===== config.mk =====
export PLATFORM = sky130hd
export DESIGN_NAME = mcmf_ctrl
export DESIGN_NICKNAME = d
export VERILOG_FILES = /design/src/design/mcmf_pkg.sv /design/src/design/mcmf_ctrl.sv
export SDC_FILE = /design/constraint.sdc
export NUM_CORES = 1
export LEC_CHECK = 0
export BUFFER_PORTS_ARGS = -buffer_cell sky130_fd_sc_hd__buf_4
export CAP_MARGIN = 10
export CORE_ASPECT_RATIO = 1.2
export CORE_MARGIN = 2
export CORE_UTILIZATION = 40
export CTS_CLUSTER_DIAMETER = 40
export CTS_CLUSTER_SIZE = 16
export DETAILED_ROUTE_END_ITERATION = 6
export PLACE_DENSITY = 0.71
export SYNTH_ARGS = -nofsm -noshare
export SYNTH_HDL_FRONTEND = slang
export SYNTH_SLANG_ARGS = --single-unit

===== constraint.sdc =====
create_clock -name clk -period 2.4 [get_ports clk]
set_clock_uncertainty 0.15 [all_clocks]
set_input_delay 0.48 -clock clk [delete_from_list [all_inputs] [get_ports clk]]
set_output_delay 0.48 -clock clk [all_outputs]
set_load 0.02 [all_outputs]

===== src/design/mcmf_pkg.sv =====
// Shared types, commands and constants for the min-cut / max-flow unit.
package mcmf_pkg;

	localparam int NODES_DEF    = 16;
	localparam int CAP_BITS_DEF = 16;
	localparam int NODE_W       = 4;
	localparam int CAP_W        = 16;
	localparam int OUT_MAX      = 16;

	localparam logic CFG_SOURCE = 1'b0;
	localparam logic CFG_SINK   = 1'b1;

	localparam logic KIND_LOAD  = 1'b0;
	localparam logic KIND_SOLVE = 1'b1;

	typedef enum logic [4:0] {
		CMD_NONE,
		CMD_CLR,
		CMD_LD_RD_UV,
		CMD_LD_RD_VU,
		CMD_LD_WR,
		CMD_BFS_INIT_FLOW,
		CMD_BFS_INIT_CUT,
		CMD_VIS_CLR,
		CMD_POP,
		CMD_SET_V,
		CMD_SCAN_RD,
		CMD_SCAN_EV,
		CMD_AUG_INIT,
		CMD_WALK_INIT,
		CMD_PRD_RD,
		CMD_RES_RD_FWD,
		CMD_NECK,
		CMD_SUB_FWD,
		CMD_ADD_BWD,
		CMD_EMIT
	} cmd_t;

	typedef enum logic [4:0] {
		ST_CLR_RST,
		ST_IDLE,
		ST_LD_VU,
		ST_LD_WR,
		ST_POP,
		ST_SETV,
		ST_SCAN_RD,
		ST_SCAN_EV,
		ST_AUG_INIT,
		ST_A1_PRD,
		ST_A1_RES,
		ST_A1_MIN,
		ST_A2_PRD,
		ST_A2_RDF,
		ST_A2_WRF,
		ST_A2_WRB,
		ST_CLR_SOLVE,
		ST_EMIT
	} state_t;

	typedef struct packed {
		logic ld_ok;
		logic solve_ok;
		logic src_ok;
		logic clr_last;
		logic q_nonempty;
		logic scan_end;
		logic hit_sink;
		logic walk_end;
		logic cut_mode;
		logic out_free;
		logic emit_last;
	} status_t;

endpackage


===== src/design/mcmf_ctrl.sv =====
// Sequencing state machine for memory clearing, loads, path search, augmentation, cut marking and emission.
module mcmf_ctrl (
	input  logic               clk,
	input  logic               arst_n,
	input  logic               in_valid,
	input  logic               kind,
	input  mcmf_pkg::status_t  status,
	output logic               in_ready,
	output mcmf_pkg::cmd_t     cmd
);

	mcmf_pkg::state_t state_q, state_next;

	always_ff @(posedge clk or negedge arst_n) begin
		if (!arst_n) begin
			state_q <= mcmf_pkg::ST_CLR_RST;
		end else begin
			state_q <= state_next;
		end
	end

	always_comb begin
		state_next = state_q;
		cmd        = mcmf_pkg::CMD_NONE;
		in_ready   = 1'b0;
		unique case (state_q)
			mcmf_pkg::ST_CLR_RST: begin
				cmd = mcmf_pkg::CMD_CLR;
				if (status.clr_last) state_next = mcmf_pkg::ST_IDLE;
			end
			mcmf_pkg::ST_IDLE: begin
				in_ready = 1'b1;
				if (in_valid) begin
					if (kind == mcmf_pkg::KIND_LOAD) begin
						if (status.ld_ok) begin
							cmd        = mcmf_pkg::CMD_LD_RD_UV;
							state_next = mcmf_pkg::ST_LD_VU;
						end
					end else if (status.solve_ok) begin
						cmd        = mcmf_pkg::CMD_BFS_INIT_FLOW;
						state_next = mcmf_pkg::ST_POP;
					end else if (status.src_ok) begin
						cmd        = mcmf_pkg::CMD_BFS_INIT_CUT;
						state_next = mcmf_pkg::ST_POP;
					end else begin
						cmd        = mcmf_pkg::CMD_VIS_CLR;
						state_next = mcmf_pkg::ST_CLR_SOLVE;
					end
				end
			end
			mcmf_pkg::ST_LD_VU: begin
				cmd        = mcmf_pkg::CMD_LD_RD_VU;
				state_next = mcmf_pkg::ST_LD_WR;
			end
			mcmf_pkg::ST_LD_WR: begin
				cmd        = mcmf_pkg::CMD_LD_WR;
				state_next = mcmf_pkg::ST_IDLE;
			end
			mcmf_pkg::ST_POP: begin
				if (status.q_nonempty) begin
					cmd        = mcmf_pkg::CMD_POP;
					state_next = mcmf_pkg::ST_SETV;
				end else if (status.cut_mode) begin
					state_next = mcmf_pkg::ST_CLR_SOLVE;
				end else begin
					cmd        = mcmf_pkg::CMD_BFS_INIT_CUT;
					state_next = mcmf_pkg::ST_POP;
				end
			end
			mcmf_pkg::ST_SETV: begin
				cmd        = mcmf_pkg::CMD_SET_V;
				state_next = mcmf_pkg::ST_SCAN_RD;
			end
			mcmf_pkg::ST_SCAN_RD: begin
				if (status.scan_end) begin
					state_next = mcmf_pkg::ST_POP;
				end else begin
					cmd        = mcmf_pkg::CMD_SCAN_RD;
					state_next = mcmf_pkg::ST_SCAN_EV;
				end
			end
			mcmf_pkg::ST_SCAN_EV: begin
				cmd = mcmf_pkg::CMD_SCAN_EV;
				if (status.hit_sink) state_next = mcmf_pkg::ST_AUG_INIT;
				else state_next = mcmf_pkg::ST_SCAN_RD;
			end
			mcmf_pkg::ST_AUG_INIT: begin
				cmd        = mcmf_pkg::CMD_AUG_INIT;
				state_next = mcmf_pkg::ST_A1_PRD;
			end
			mcmf_pkg::ST_A1_PRD: begin
				if (status.walk_end) begin
					cmd        = mcmf_pkg::CMD_WALK_INIT;
					state_next = mcmf_pkg::ST_A2_PRD;
				end else begin
					cmd        = mcmf_pkg::CMD_PRD_RD;
					state_next = mcmf_pkg::ST_A1_RES;
				end
			end
			mcmf_pkg::ST_A1_RES: begin
				cmd        = mcmf_pkg::CMD_RES_RD_FWD;
				state_next = mcmf_pkg::ST_A1_MIN;
			end
			mcmf_pkg::ST_A1_MIN: begin
				cmd        = mcmf_pkg::CMD_NECK;
				state_next = mcmf_pkg::ST_A1_PRD;
			end
			mcmf_pkg::ST_A2_PRD: begin
				if (status.walk_end) begin
					cmd        = mcmf_pkg::CMD_BFS_INIT_FLOW;
					state_next = mcmf_pkg::ST_POP;
				end else begin
					cmd        = mcmf_pkg::CMD_PRD_RD;
					state_next = mcmf_pkg::ST_A2_RDF;
				end
			end
			mcmf_pkg::ST_A2_RDF: begin
				cmd        = mcmf_pkg::CMD_RES_RD_FWD;
				state_next = mcmf_pkg::ST_A2_WRF;
			end
			mcmf_pkg::ST_A2_WRF: begin
				cmd        = mcmf_pkg::CMD_SUB_FWD;
				state_next = mcmf_pkg::ST_A2_WRB;
			end
			mcmf_pkg::ST_A2_WRB: begin
				cmd        = mcmf_pkg::CMD_ADD_BWD;
				state_next = mcmf_pkg::ST_A2_PRD;
			end
			mcmf_pkg::ST_CLR_SOLVE: begin
				cmd = mcmf_pkg::CMD_CLR;
				if (status.clr_last) state_next = mcmf_pkg::ST_EMIT;
			end
			mcmf_pkg::ST_EMIT: begin
				if (status.out_free) begin
					cmd = mcmf_pkg::CMD_EMIT;
					if (status.emit_last) state_next = mcmf_pkg::ST_IDLE;
				end
			end
			default: begin
				state_next = mcmf_pkg::ST_IDLE;
			end
		endcase
	end

endmodule


==> run summary, run 1 <==
status -> complete, but fails checks
failing checks -> setup timing
Unique masters post-synth -> 39
RePlAce Congestion -> 0.8838
worst path cell trace -> nand2b_1 -> a21oi_1 -> o21ai_0 -> a21oi_1 -> or3_1 -> buf_6
#FFs+latches synth -> 5
Final min period -> 2.409 ns
dpl hpwl -> 1791 µm
Seq/Total Area, Yosys -> 16.29%
die footprint -> 2288 µm²
DRC Markers -> 0
Critical Path Max Stage Delay -> 0.48 ns
R2R Path Start -> state_q[3]$_DFFE_PN0P_
number of buffers created by CTS -> 3
max-slew violation count -> 0
max_cap viols -> 0
Crit-path slowest cell -> dfrtp_2
core area -> 1829 µm²
Final Hold Fails -> 0
Total Power -> 1.261 mW
initial core utilization -> 42.00%
dpl cells -> 152
Largest regs -> state_q: 5 flops
crit share post-route -> 100.4%
CP Max Fanout -> 11
WL per Instance -> 15.43 µm
CTS sink count -> 5
Cells after Synth -> 111
initial antenna violation count -> 0
nature of the critical path startpoint -> flop
max reg flops -> 5
largest net degree at the start of global routing -> 16
clk buf depth -> 2
Critical Path Source -> state_q[0]$_DFFE_PN0P_
Worst setup EP type -> output pin
Static Leak -> 0.4629 nW
Setup-failing EPs final -> 1
vias in the first global route -> 915
register name with the most flops -> state_q
CP Data Required Time -> 1.77 ns
Worst-path clk slew -> 0.04 ns
Post-Layout Cell Count -> 159
R2R setup slack -> 0.42 ns
Nets -> 156
Least-Margin Pin Slew -> 0.5439 ns
total gr overflow -> 0
Area Overhead vs Synth -> 42.35%
pwr dens -> 1153 nW/µm²
fraction of layout cells with a size suffix above 1 -> 41.43%
# rows -> 17
WHS -> 0.3476 ns
CTS tree -> built
Avg Inst Size Synth -> 6.921 µm²
# IOs -> 21
ant diodes -> 0
worst-case vdd ir drop -> 1103 µV
Starting DRT DRC Count -> 35
via count -> 985
# port buffers -> 20
Post-synth EDFFs -> 0
Syn Nets -> 126
RSZ-0062 raised after global routing -> true
pre-CTS setup slack -> 0.2113 ns
Top cell by count, worst path -> a21oi_1
WL final -> 2453 µm
latest clock arrival within the worst-skew pair -> 0.26 ns
Die W -> 44.01 µm
total iterations of the first detailed-routing run -> 4
GRT Total Usage -> 23.33%
first-pass GRT wire length -> 3864 µm
Max-Slew Margin vs Limit -> 63.23%
Die H -> 52.01 µm
asr flop ratio synth -> 100.0%
Post-Syn Area -> 768.2 µm²
Ys Warns -> 0
WP data arrival -> 1.78 ns
Root Buffer -> clkbuf_4
Fmax achieved -> 415.0 MHz
HP Class -> primary input to flop
hold wc startpoint -> status[7]
setup ws final -> -0.009374 ns
drt via density -> 6.195
DRT antenna net count -> 0
# H-tree levels -> 1
critical path class -> flop to output pin
Top FF cell, synth -> dfrtp_1
[stage by stage]
step                instance area, µm²  utilization (%)  setup TNS, ns
finish                            1094            59.78      -0.009374
global route                      1094            59.78        -0.1895
CTS                               1050            57.39              0
detailed placement               982.2            53.69              0
global placement                 982.2            53.69              0
floorplan                        768.2                -              0
[cells in the mapped netlist (2+ instances only)]
| cell type | number | area, µm² |
|---|---|---|
| dfrtp_1 | 5 | 125.1 |
| nor4_1 | 4 | 25.02 |
| nor2_1 | 9 | 33.78 |
| a31oi_1 | 5 | 31.28 |
| inv_1 | 5 | 18.77 |
| or2_2 | 2 | 12.51 |
| a221oi_1 | 3 | 26.28 |
| nand2b_1 | 2 | 12.51 |
| o22a_1 | 2 | 17.52 |
| a21oi_1 | 13 | 65.06 |
| buf_6 | 2 | 22.52 |
| nand2_1 | 10 | 37.54 |
| nor2b_1 | 7 | 43.79 |
| buf_2 | 5 | 25.02 |
| nor3_1 | 4 | 20.02 |
| o21ai_0 | 8 | 40.04 |
| o31ai_1 | 2 | 15.01 |
| nand3_1 | 2 | 10.01 |
[cell families after synthesis]
family | after synthesis | share of synthesized area (%)
buf+inv | 15 | 10.59
simple gates | 48 | 36.16
flops | 5 | 16.29
compound gates | 41 | 34.20
mux | 2 | 2.769
[repair_timing]
action / CTS / global route
setup endpoints to repair: 2 / 5
setup buffers: 2 / 0
pin swaps: 1 / 2
gates cloned: 0 / 0
hold buffers: 1 / 0
endpoints found under the hold margin: 5 / 0
gates resized for setup: 6 / 11
[where the power goes]
part           internal, mW  switching (mW)  total (mW)
registers             0.115          0.0734       0.189
clock network        0.0632          0.0395       0.103
logic                 0.471           0.499       0.970
total                 0.649           0.612        1.26
[cells in the final DEF (no fill, tap or decap), types with 2 or more instances in the layout]
cell,netlist,routed
dfrtp_1,5,2
buf_4,1,31
or2_2,2,2
nor2b_2,1,2
nand2b_1,2,2
o31ai_1,2,2
nor2b_1,7,6
clkbuf_4,0,3
dfrtp_2,0,3
a31oi_1,5,5
buf_6,2,2
o21ai_0,8,7
o22a_1,2,2
nor3_1,4,2
nor4_1,4,3
nand2_1,10,10
a21oi_1,13,12
nor2_1,9,9
a221oi_2,0,2
nor3_2,0,2
inv_1,5,5
[metal layers]
layer / global-route usage [%] / wire (µm) / vias up
met2: 38.48 / 1238 / 51
met5: 0 / 0 / -
met4: 14.14 / 87 / 0
met3: 5.903 / 151 / 8
li1: - / - / 468
met1: 26.42 / 975 / 458
[critical path: cells and delay by family (launching register included)]
family | cells | cell delay (ns)
AOI/OAI and AO/OA | 3 | 0.31
buffers and inverters | 1 | 0.14
DFF | 1 | 0.48
and+or+nand+nor | 2 | 0.59
[path summary, 6_finish.rpt]
path / end / cells past startpoint
worst max-delay path: cmd[0] / 6
worst min-delay path: state_q[0]$_DFFE_PN0P_ / 3
worst max register to register: state_q[4]$_DFFE_PN0P_ / 8
worst min register to register: state_q[0]$_DFFE_PN0P_ / 2
max in group asynchronous: state_q[2]$_DFFE_PN0P_ / 2
min in group asynchronous: state_q[0]$_DFFE_PN0P_ / 2
[layout make-up]
cell class                      count  area [µm²]
Fill cell                         167       735.7
Multi-Input combinational cell     91       610.6
Timing Repair Buffer               35       285.3
Sequential cell                     5       128.9
Clock buffer                        4       26.28
Tap cell                           19       23.77
Inverter                            5       18.77
Power figures use the tool's default switching activity.
==> run 2, diff against run 1 <==
Settings changed: SETUP_SLACK_MARGIN from default to 0.4.
==> run 2 against run 1 <==
The flow still finishes with violations (setup timing). Critical path depth is the same. Fmax shrank 2.3%. Sequential power shrank 6%. Register-to-register slack is essentially flat. Count of clock-buffer cells in the layout is the same. Clock power is essentially flat. Die area is the same. Routed wire length grew 18%. Cell count grew 3.8%. Core utilization grew 10 points. Combinational power grew 31%. Setup slack lost 0.056 ns. Critical path type unchanged.
==> run summary, run 2 (same netlist as run 1, synthesis figures left out) <==
Post-Layout Cell Count -> 165 (+3.8%)
Area Overhead vs Synth -> 67.26%
Static Leak -> 0.5261 nW (+14%)
RePlAce Congestion -> 0.8679 (-1.8%)
Clk pwr share -> 6.7% (-1.4 points)
Critical Path Max Stage Delay -> 0.40 ns (-0.08 ns)
status -> complete, but fails checks
CTS sink count -> 5 (unchanged)
most common cell after layout, fill and taps aside -> buf_4
first-pass GRT wire length -> 4195 µm (+8.6%)
RSZ-0062 raised after global routing -> true
core area -> 1829 µm² (unchanged)
number of buffers created by CTS -> 3 (unchanged)
Root Buffer -> clkbuf_4
GRT Total Usage -> 24.75% (+1.4 points)
DRC Markers -> 0 (unchanged)
DRT antenna net count -> 0 (unchanged)
worst path cell trace -> buf_4 -> nand2_1 -> a31oi_1 -> a21oi_1 -> or3_4 -> buf_4
CP Data Required Time -> 1.77 ns (about the same)
Crit-path slowest cell -> dfrtp_1
Fmax achieved -> 405.7 MHz (-2.3%)
clk buf depth -> 2 (unchanged)
Setup-failing EPs final -> 1 (unchanged)
worst-case vdd ir drop -> 814.6 µV (-26%)
fraction of layout cells with a size suffix above 1 -> 47.26% (+5.8 points)
Setup TNS -> -0.06515 ns (-0.05577 ns)
initial core utilization -> 42.00% (unchanged)
Largest regs -> state_q: 5 flops
drt via density -> 6.297 (+1.6%)
Die W -> 44.01 µm (unchanged)
Starting DRT DRC Count -> 50 (+43%)
Final Hold Fails -> 0 (unchanged)
latest clock arrival within the worst-skew pair -> 0.25 ns (about the same)
CTS tree -> built
crit share post-route -> 102.7% (+2.3 points)
setup ws final -> -0.06515 ns (-0.05577 ns)
Least-Margin Pin Slew -> 0.4268 ns (-0.1170 ns)
Nets -> 162 (+3.8%)
Post-Layout Inst Area -> 1285 µm² (+18%)
Final min period -> 2.465 ns (+0.05577 ns)
HP Class -> primary input to async pin
dpl cells -> 151 (-0.66%)
combinational share of power -> 81.9% (+5.0 points)
pwr dens -> 1208 nW/µm² (+4.7%)
# IOs -> 21 (unchanged)
largest net degree at the start of global routing -> 19 (+3)
dpl hpwl -> 1816 µm (+1.4%)
Max-Slew Margin vs Limit -> 71.28% (+8.0 points)
worst r2r path cells -> 8 (unchanged)
WHS -> 0.4153 ns (+0.06772 ns)
Top cell by count, worst path -> buf_4
# H-tree levels -> 1 (unchanged)
CP Max Fanout -> 5 (-6)
WP data arrival -> 1.84 ns (+0.06 ns)
via count -> 1039 (+5.5%)
placed cell areas -> 1005 µm² (+2.3%)
max_cap viols -> 0 (unchanged)
Die H -> 52.01 µm (unchanged)
P_int -> 808.8 µW (+25%)
max reg flops -> 5 (unchanged)
Psw -> 742.8 µW (+21%)
most frequent cells in the layout -> 29 x buf_4, 12 x a21oi_1, 9 x nand2_1
Worst-path clk slew -> 0.05 ns (about the same)
# rows -> 17 (unchanged)
total iterations of the first detailed-routing run -> 4 (unchanged)
WL per Instance -> 17.56 µm (+14%)
WL final -> 2898 µm (+18%)
vias in the first global route -> 921 (+0.66%)
failing checks -> setup timing
Flop pwr share -> 11.4% (-3.6 points)
switching part of the total power -> 47.87% (-0.65 points)
max-slew violation count -> 0 (unchanged)
# port buffers -> 20 (unchanged)
ant diodes -> 0 (unchanged)
die footprint -> 2288 µm² (unchanged)
nature of the critical path startpoint -> flop
Worst setup EP type -> output pin
register name with the most flops -> state_q
initial antenna violation count -> 0 (unchanged)
pre-CTS setup slack -> 0.1169 ns (-0.09437 ns)
total gr overflow -> 0 (unchanged)
critical path class -> flop to output pin
==> run 2: power groups by stage <==
stage | clock network (mW) | logic, mW | registers, mW
2_1_floorplan | 0 | 0.670 | 0.129
3_3_place_gp | 0 | 0.917 | 0.177
3_5_place_dp | 0 | 0.928 | 0.180
4_1_cts | 0.101 | 1.09 | 0.170
5_1_grt | 0.106 | 1.34 | 0.183
6_report | 0.104 | 1.27 | 0.177
==> run 2: area by class of cell <==
| class | instances | area [µm²] |
|---|---|---|
| repair buffers | 41 | 390.4 |
| fillers | 139 | 544.3 |
| clock buffers | 4 | 26.28 |
| multi-input cells | 91 | 698.2 |
| inverters | 5 | 18.77 |
| well taps | 19 | 23.77 |
| flip-flops and latches | 5 | 127.6 |
==> run 2: per-stage QoR <==
stage | power, mW | utilization [%]
after floorplan | 0.7982 | -
after global placement | 1.094 | 54.92
after detailed placement | 1.107 | 54.92
after CTS | 1.362 | 65.32
after global routing | 1.633 | 70.25
final | 1.552 | 70.25
==> run 2: final timing paths <==
| kind | from | endpoint | slack, ns |
|---|---|---|---|
| min in group clk | status[7] | state_q[0]$_DFFE_PN0P_ | 0.44 |
| hold / removal | arst_n | state_q[0]$_DFFE_PN0P_ | 0.42 |
| setup reg to reg | state_q[3]$_DFFE_PN0P_ | state_q[0]$_DFFE_PN0P_ | 0.43 |
| hold reg to reg | state_q[4]$_DFFE_PN0P_ | state_q[3]$_DFFE_PN0P_ | 0.58 |
| setup / recovery | state_q[1]$_DFFE_PN0P_ | cmd[0] | -0.07 |
| max in group asynchronous | arst_n | state_q[2]$_DFFE_PN0P_ | 1.56 |
==> run 2: layer usage <==
layer	vias up	global-route usage (%)	part of all wire (%)
li1	485	-	-
met1	476	30.23	40
met2	70	44.12	50
met3	8	2.778	7.5
met4	0	8.081	2.7
met5	-	0	0
==> run 2: repair_timing <==
item,4_1_cts,5_1_grt
hold endpoints to repair,5,0
hold buffers,1,0
gates cloned,1,0
pin swaps,10,6
endpoints found under the setup margin,6,10
buffers inserted,5,3
resized for setup,22,14
==> run 2: critical path: cells and delay by family, from the launching register on <==
kind	cells	cell delay [ns]
DFF	1	0.40
and+or+nand+nor	2	0.50
buffers and inverters	2	0.34
AOI/OAI and AO/OA	2	0.35
